## src/hw/rtl/qpe_pkg.sv

```systemverilog
`default_nettype none
package qpe_pkg;

  localparam int unsigned QPE_FIFO_DEPTH = 4;
  localparam logic [7:0]  QPE_LIMIT_RESET = 8'd76;
  localparam logic [7:0]  QPE_COUNT_MAX   = 8'd255;

  localparam logic [7:0] CH_LF = 8'h0A;
  localparam logic [7:0] CH_CR = 8'h0D;
  localparam logic [7:0] CH_EQ = 8'h3D;
  localparam logic [7:0] CH_SP = 8'h20;
  localparam logic [7:0] CH_TL = 8'h7E;

  typedef enum logic [1:0] {
    KIND_NEWLINE = 2'd0,
    KIND_LITERAL = 2'd1,
    KIND_ESCAPE  = 2'd2
  } kind_t;

  // One classified request handed from the front to the back.
  typedef struct packed {
    logic       brk;   // soft break goes out before the part
    kind_t      kind;
    logic [7:0] data;
  } cmd_t;

  function automatic logic [7:0] hex_char(input logic [3:0] nib);
    logic [7:0] res;
    if (nib < 4'd10) begin
      res = 8'h30 + {4'd0, nib};
    end else begin
      res = 8'h37 + {4'd0, nib};
    end
    return res;
  endfunction

endpackage
`default_nettype wire

```

## src/hw/rtl/quoted_printable_encoder.sv

```systemverilog
// Channel   Dir  Width  Contents
// s_axis    in   8      tdata: in_byte
// m_axis    out  8+1    tdata: out_byte; tlast: out_last
// cfg       in   8      line_limit write (cfg_wen, cfg_wdata)
//
// Input bytes are taken one per cycle while the request queue has room.
// Output runs one byte per cycle while m_axis is ready: a literal byte gives 1 output byte,
// a newline 2, an escape 3, and a soft break adds 3; the output register is the limit.
// An accepted input byte passes through the queue slot and then the output register.
// rst is synchronous: clears line count, queue and output; limit returns to 76.
// Stalls on m_axis back up through the queue to s_axis tready.
`default_nettype none
module quoted_printable_encoder #(
  parameter int unsigned FIFO_DEPTH = qpe_pkg::QPE_FIFO_DEPTH
) (
  input  wire logic       clk,
  input  wire logic       rst,
  input  wire logic       cfg_wen,
  input  wire logic [7:0] cfg_wdata,
  input  wire logic       s_axis_tvalid,
  output logic            s_axis_tready,
  input  wire logic [7:0] s_axis_tdata,   // [7:0] in_byte
  output logic            m_axis_tvalid,
  input  wire logic       m_axis_tready,
  output logic [7:0]      m_axis_tdata,   // [7:0] out_byte
  output logic            m_axis_tlast
);
  import qpe_pkg::*;

  logic q_full;
  logic q_push;
  cmd_t q_cmd;
  logic q_pop;
  logic head_valid;
  cmd_t head_cmd;

  qpe_front u_front (
    .clk       (clk),
    .rst       (rst),
    .cfg_wen   (cfg_wen),
    .cfg_wdata (cfg_wdata),
    .in_valid  (s_axis_tvalid),
    .in_ready  (s_axis_tready),
    .in_byte   (s_axis_tdata),
    .q_full    (q_full),
    .q_push    (q_push),
    .q_cmd     (q_cmd)
  );

  qpe_fifo #(
    .DEPTH (FIFO_DEPTH)
  ) u_fifo (
    .clk        (clk),
    .rst        (rst),
    .push       (q_push),
    .push_cmd   (q_cmd),
    .full       (q_full),
    .pop        (q_pop),
    .head_valid (head_valid),
    .head_cmd   (head_cmd)
  );

  qpe_back u_back (
    .clk        (clk),
    .rst        (rst),
    .head_valid (head_valid),
    .head_cmd   (head_cmd),
    .pop        (q_pop),
    .out_valid  (m_axis_tvalid),
    .out_ready  (m_axis_tready),
    .out_byte   (m_axis_tdata),
    .out_last   (m_axis_tlast)
  );

endmodule
`default_nettype wire

```

## src/hw/rtl/qpe_front.sv

```systemverilog
`default_nettype none
module qpe_front (
  input  wire logic          clk,
  input  wire logic          rst,
  input  wire logic          cfg_wen,
  input  wire logic [7:0]    cfg_wdata,
  input  wire logic          in_valid,
  output logic               in_ready,
  input  wire logic [7:0]    in_byte,
  input  wire logic          q_full,
  output logic               q_push,
  output qpe_pkg::cmd_t      q_cmd
);
  import qpe_pkg::*;

  logic [7:0] line_limit;
  logic [7:0] line_length;
  logic [7:0] line_length_next;
  logic       is_nl;
  logic       literal;
  logic [8:0] part_len;
  logic       brk;
  logic [8:0] base;
  logic [8:0] sum;

  assign in_ready = !q_full;
  assign q_push   = in_valid && in_ready;

  always_comb begin
    is_nl    = (in_byte == CH_LF);
    literal  = (in_byte >= CH_SP) && (in_byte <= CH_TL) && (in_byte != CH_EQ);
    part_len = literal ? 9'd1 : 9'd3;
    brk      = ({1'b0, line_length} + part_len) >= {1'b0, line_limit};
    base     = brk ? 9'd0 : {1'b0, line_length};
    sum      = base + part_len;
    if (is_nl) begin
      line_length_next = 8'd0;
    end else if (sum > {1'b0, QPE_COUNT_MAX}) begin
      line_length_next = QPE_COUNT_MAX;
    end else begin
      line_length_next = sum[7:0];
    end
    q_cmd.data = in_byte;
    q_cmd.brk  = brk && !is_nl;
    if (is_nl) begin
      q_cmd.kind = KIND_NEWLINE;
    end else if (literal) begin
      q_cmd.kind = KIND_LITERAL;
    end else begin
      q_cmd.kind = KIND_ESCAPE;
    end
  end

  always_ff @(posedge clk) begin
    if (rst) begin
      line_limit  <= QPE_LIMIT_RESET;
      line_length <= 8'd0;
    end else begin
      if (cfg_wen) begin
        line_limit <= cfg_wdata;
      end
      if (q_push) begin
        line_length <= line_length_next;
      end
    end
  end

endmodule
`default_nettype wire

```

## src/hw/rtl/qpe_fifo.sv

```systemverilog
`default_nettype none
module qpe_fifo #(
  parameter int unsigned DEPTH = qpe_pkg::QPE_FIFO_DEPTH
) (
  input  wire logic          clk,
  input  wire logic          rst,
  input  wire logic          push,
  input  wire qpe_pkg::cmd_t push_cmd,
  output logic               full,
  input  wire logic          pop,
  output logic               head_valid,
  output qpe_pkg::cmd_t      head_cmd
);
  import qpe_pkg::*;

  localparam int unsigned PW = (DEPTH > 1) ? $clog2(DEPTH) : 1;
  localparam int unsigned CW = $clog2(DEPTH + 1);

  cmd_t          slots [DEPTH];
  logic [PW-1:0] wr_ptr;
  logic [PW-1:0] rd_ptr;
  logic [CW-1:0] count;

  assign full       = (count == CW'(DEPTH));
  assign head_valid = (count != '0);
  assign head_cmd   = slots[rd_ptr];

  always_ff @(posedge clk) begin
    if (push) begin
      slots[wr_ptr] <= push_cmd;
    end
  end

  always_ff @(posedge clk) begin
    if (rst) begin
      wr_ptr <= '0;
      rd_ptr <= '0;
      count  <= '0;
    end else begin
      if (push) begin
        wr_ptr <= (wr_ptr == PW'(DEPTH - 1)) ? '0 : wr_ptr + 1'b1;
      end
      if (pop) begin
        rd_ptr <= (rd_ptr == PW'(DEPTH - 1)) ? '0 : rd_ptr + 1'b1;
      end
      if (push && !pop) begin
        count <= count + 1'b1;
      end else if (pop && !push) begin
        count <= count - 1'b1;
      end
    end
  end

endmodule
`default_nettype wire

```

## src/hw/rtl/qpe_back.sv

```systemverilog
`default_nettype none
module qpe_back (
  input  wire logic          clk,
  input  wire logic          rst,
  input  wire logic          head_valid,
  input  wire qpe_pkg::cmd_t head_cmd,
  output logic               pop,
  output logic               out_valid,
  input  wire logic          out_ready,
  output logic [7:0]         out_byte,
  output logic               out_last
);
  import qpe_pkg::*;

  // Byte slots of one request: soft break, then the part.
  localparam logic [2:0] POS_BRK_EQ = 3'd0;
  localparam logic [2:0] POS_CR     = 3'd1;
  localparam logic [2:0] POS_LF     = 3'd2;
  localparam logic [2:0] POS_PART   = 3'd3;
  localparam logic [2:0] POS_HEX_HI = 3'd4;
  localparam logic [2:0] POS_HEX_LO = 3'd5;

  logic       started;
  logic [2:0] pos;
  logic [2:0] start_pos;
  logic [2:0] cur;
  logic       emit;
  logic       last;
  logic [7:0] byte_sel;

  always_comb begin
    if (head_cmd.kind == KIND_NEWLINE) begin
      start_pos = POS_CR;
    end else if (head_cmd.brk) begin
      start_pos = POS_BRK_EQ;
    end else begin
      start_pos = POS_PART;
    end
    cur  = started ? pos : start_pos;
    emit = head_valid && (!out_valid || out_ready);
    last = ((head_cmd.kind == KIND_NEWLINE) && (cur == POS_LF)) ||
           ((head_cmd.kind == KIND_LITERAL) && (cur == POS_PART)) ||
           ((head_cmd.kind == KIND_ESCAPE)  && (cur == POS_HEX_LO));
    pop  = emit && last;
    case (cur)
      POS_BRK_EQ: byte_sel = CH_EQ;
      POS_CR:     byte_sel = CH_CR;
      POS_LF:     byte_sel = CH_LF;
      POS_PART:   byte_sel = (head_cmd.kind == KIND_LITERAL) ? head_cmd.data : CH_EQ;
      POS_HEX_HI: byte_sel = hex_char(head_cmd.data[7:4]);
      POS_HEX_LO: byte_sel = hex_char(head_cmd.data[3:0]);
      default:    byte_sel = 8'h00;
    endcase
  end

  always_ff @(posedge clk) begin
    if (rst) begin
      started   <= 1'b0;
      pos       <= POS_BRK_EQ;
      out_valid <= 1'b0;
    end else begin
      if (emit) begin
        out_valid <= 1'b1;
        started   <= !last;
        pos       <= cur + 3'd1;
      end else if (out_ready) begin
        out_valid <= 1'b0;
      end
    end
  end

  always_ff @(posedge clk) begin
    if (emit) begin
      out_byte <= byte_sel;
      out_last <= last;
    end
  end

endmodule
`default_nettype wire

```

## config.mk

```make
export PLATFORM = sky130hd
export DESIGN_NAME = quoted_printable_encoder
export DESIGN_NICKNAME = d
export VERILOG_FILES = /design/src/hw/rtl/qpe_pkg.sv /design/src/hw/rtl/quoted_printable_encoder.sv /design/src/hw/rtl/qpe_front.sv /design/src/hw/rtl/qpe_fifo.sv /design/src/hw/rtl/qpe_back.sv
export SDC_FILE = /design/constraint.sdc
export NUM_CORES = 1
export LEC_CHECK = 0
export ABC_AREA = 1
export BUFFER_PORTS_ARGS = -buffer_cell sky130_fd_sc_hd__buf_2
export CAP_MARGIN = 10
export CORE_MARGIN = 2
export CORE_UTILIZATION = 54
export DETAILED_ROUTE_END_ITERATION = 8
export HOLD_SLACK_MARGIN = 0.05
export MAX_ROUTING_LAYER = met4
export PLACE_DENSITY_LB_ADDON = 0.2
export SETUP_SLACK_MARGIN = 0.1
export SLEW_MARGIN = 10
export SYNTH_ARGS = -nofsm -noshare
export SYNTH_HDL_FRONTEND = slang
export SYNTH_SLANG_ARGS = --single-unit
export TNS_END_PERCENT = 20
```

## constraint.sdc

```tcl
create_clock -name clk -period 5 [get_ports clk]
set_input_delay 1 -clock clk [delete_from_list [all_inputs] [get_ports clk]]
set_output_delay 1 -clock clk [all_outputs]
set_load 0.01 [all_outputs]
```

==> impl_results.md <==
- Initial antenna violation count: 0
- Startpoint Class: input port
- Register area: ~0.0022 mm²
- Slew @ Worst Pin: between 1 and 1.5 ns
- Synthesized cell area: 0.00436 mm²
- Synthesized instance count: ~490
- Pwr Density: 471 mW/mm²
- CTS Buf Count: 9
- Number of synthesized flops with an enable pin: 53
- Setup Slack @ Placement: -0.263 ns
- Post-layout instance area: 0.00511 mm²
- Syn_area_per_cell: between 8 and 9 µm²
- Num ports: 32
- Grt total ovfl: 0
- Top post-synthesis cells by area: edfxtp_1, dfxtp_1, nand2_1, ha_1, inv_1
- Area of the multi-input gates: just under 0.002 mm²
- Post-DR wirelength/cell: 13.8 µm
- Sw frac: 0.386
- Most area-hungry cell type in the Yosys netlist: edfxtp_1
- Number of global-route vias before repair: 3306
- Count of final setup violators: 0
- Die Ht: between 90 and 100 µm
- Post-Route WL: 9010 µm
- TNS Setup: 0 ns
- Final count of hold timing violations: 0
- Clk slew on worst S/H paths: about 0.080 ns
- TritonCTS clock tree: done
- Worst Hold Class: flip-flop to flip-flop
- Clock sinks: just over 80
- Ys async rst share: 0
- Largest net degree at the start of global routing: 24
- Cell internal pwr: 1.48 mW
- Leakage Power: 2.24 nW
- Maximum buffer depth of the clock tree: 2
- Critical path's largest stage delay: approximately 0.4 ns
- Worst Setup Path Type: input port to flip-flop
- Initial Utilization: 0.562
- Number of routed nets with antenna violations: 0
- Cts hold-fix bufs: 0
- First-pass GRT wire length: 15000 µm
- Post-layout minimum cycle time: 4.71 ns
- Fmax: 0.212 GHz
- Post-DP Area: roughly 0.0048 mm²
- Slew Viols, Final: 0
- NumNets Final: 592
- Sw power: 928 µW
- Worst hold slack: 0.478 ns
- Fillers: roughly 640
- ANT cells: 0
- Max VDD drop: 0.200 mV
- GRT Total Usage: 0.226
- PnR worst setup slack: 0.294 ns
- Final Skew: around 0.008 ns
- TritonRoute pass-1 iters: 5
- Die X-Extent: ~94 µm
- WP data arrival: 5.00 ns
- Syn Nets: 533
- Seq pwr share: 0.398
- Max-Cap Viols: 0
- Slowest-stage cell, CP: fa_2
- Final HPWL DP: 6470 µm
- Vias per inst: between 5 and 6
- Die ar.: between 0.008 and 0.009 mm²
- Clock power frac: 0.197
- Outcome: completed
- RePlAce Congestion: 0.900
- Worst-skew pair later-pin latency: 0.36 ns
- DRC viols: 0
- Distinct cells, synth: 42
- Synth warn: 0
- Logic pwr share: 0.405
- CP most frequent cell: nand2_1
- Core box area: between 0.007 and 0.008 mm²
- Seq/Total Area, Yosys: 0.502
- CTS Root Cell: clkbuf_8
- Number of buffers inserted by port buffering: 31
- Area grow syn2layout: 17.2%
- Slew headroom: 0.242
- RSZ-0062 raised after global routing: yes
- Synth top area share: 0.365
- FF+latch count, synth: 83
- DR iter-0 viols: 208
- Period utilization: 0.941
- Worst Path Required: 5.29 ns
- Setup crit end kind: flip-flop
- # rows: 32
- Synth Flop Type: edfxtp_1
- Layout cell share with drive strength beyond 1: 0.206
- Vias: roughly 3500
- Crit-path max FO: 5
- H-tree depth: 3
==> worst paths after layout <==
check,startpoint,end,slack [ns],cells after the start
setup / recovery,s_axis_tdata[7],u_front.line_length[0],0.29,31
hold / removal,u_front.line_limit[6],u_front.line_limit[6],0.48,2
setup reg to reg,flip-flop,u_fifo.count[1],1.09,18
hold reg to reg,u_front.line_limit[6],u_front.line_limit[6],0.48,2
==> final cells by class <==
| type | count | area share |
|---|---|---|
| clock inverters | 7 | 0.0135 |
| well taps | 102 | 0.0250 |
| multi-input cells | 319 | 0.382 |
| inverters | 74 | 0.0548 |
| repair buffers | 57 | 0.0717 |
| flip-flops and latches | 83 | 0.429 |
| clock buffers | 9 | 0.0242 |
==> sequential cells by signal, summed over array words and instances (netlist names), named ones only <==
name	count
u_fifo.wr_ptr	2
u_back.out_valid	1
u_fifo.count	3
u_back.out_last	1
u_fifo.slots	44
u_back.started	1
u_front.line_length	8
u_back.out_byte	8
u_back.pos	3
u_front.line_limit	8
u_fifo.rd_ptr	2
==> repair_timing <==
| item | 4_1_cts | 5_1_grt |
|---|---|---|
| resized for setup | 0 | 37 |
| setup endpoints to repair | 0 | 8 |
| hold endpoints to repair | 0 | 0 |
| setup buffers | 0 | 2 |
==> kinds of logic after synthesis <==
logic type      share of synthesized area
simple gates                        0.195
xor+xnor                           0.0141
fa+ha+maj                          0.0826
flops                               0.502
buf+inv                            0.0786
compound gates                      0.127
==> power groups by stage <==
stage | Combinational, mW | Clock (mW) | Sequential (mW)
floorplan | 0.664 | 0 | 0.987
global placement | 0.917 | 0 | 0.969
detailed placement | 0.946 | 0 | 0.973
CTS | 0.954 | 0.480 | 0.959
global route | 1.11 | 0.511 | 0.973
finish | 0.975 | 0.474 | 0.957
==> cell usage in the layout, fill, tap and decap left out, types with 2 or more instances in the layout <==
master / count
a211oi_1: 2
a21oi_1: 29
a21oi_2: 6
a32o_1: 3
a32oi_1: 4
buf_2: 29
buf_4: 26
clkbuf_8: 9
clkinv_1: 2
clkinv_4: 3
dfxtp_1: 30
edfxtp_1: 53
fa_2: 2
ha_1: 24
inv_1: 68
inv_2: 5
nand2_1: 95
nand2_2: 7
nand2_4: 2
nand3_1: 20
nand3_2: 5
nand3_4: 2
nand4_1: 10
nor2_1: 41
nor2_2: 3
nor2_4: 5
nor3_1: 2
o2111ai_1: 2
o21ai_0: 31
o221ai_1: 2
o22ai_1: 2
xor2_1: 6
==> layer usage <==
layer | vias to the layer above | routed length, µm | global-route usage
li1 | 1758 | - | -
met1 | 1645 | 4130 | 0.297
met2 | 78 | 4370 | 0.365
met3 | 13 | 389 | 0.0297
met4 | 0 | 125 | 0.0749
met5 | - | 0 | -
==> per-stage QoR <==
stage	utilization	instances	power (mW)
3_5_place_dp	0.613	633	1.92
3_3_place_gp	0.613	633	1.89
5_1_grt	0.658	651	2.60
4_1_cts	0.638	649	2.39
6_report	0.658	651	2.41
2_1_floorplan	-	485	1.65
==> synth_stat cells (2+ instances only) <==
cell type,number
nor3_1,3
xor2_1,6
nand2_1,99
nand3_2,2
ha_1,24
o221ai_1,2
o21ai_0,32
nand3_1,25
buf_4,5
inv_2,2
fa_1,3
buf_2,2
inv_1,71
a32oi_1,4
nand2_4,2
nand4_1,10
dfxtp_1,30
nor2_1,46
a21oi_1,30
nor2_2,2
nand2_2,3
o22ai_1,2
a21oi_2,5
a32o_1,3
a211oi_1,2
edfxtp_1,53
o2111ai_1,2
==> worst max-delay path, delay by kind of cell <==
kind	cells	cell delay, ns
xor+xnor	1	0.18
fa+ha+maj	3	1.08
buf+inv	5	0.47
compound gates	3	0.61
simple gates	19	1.66
Note: power is estimated with default switching activity, not from simulation.
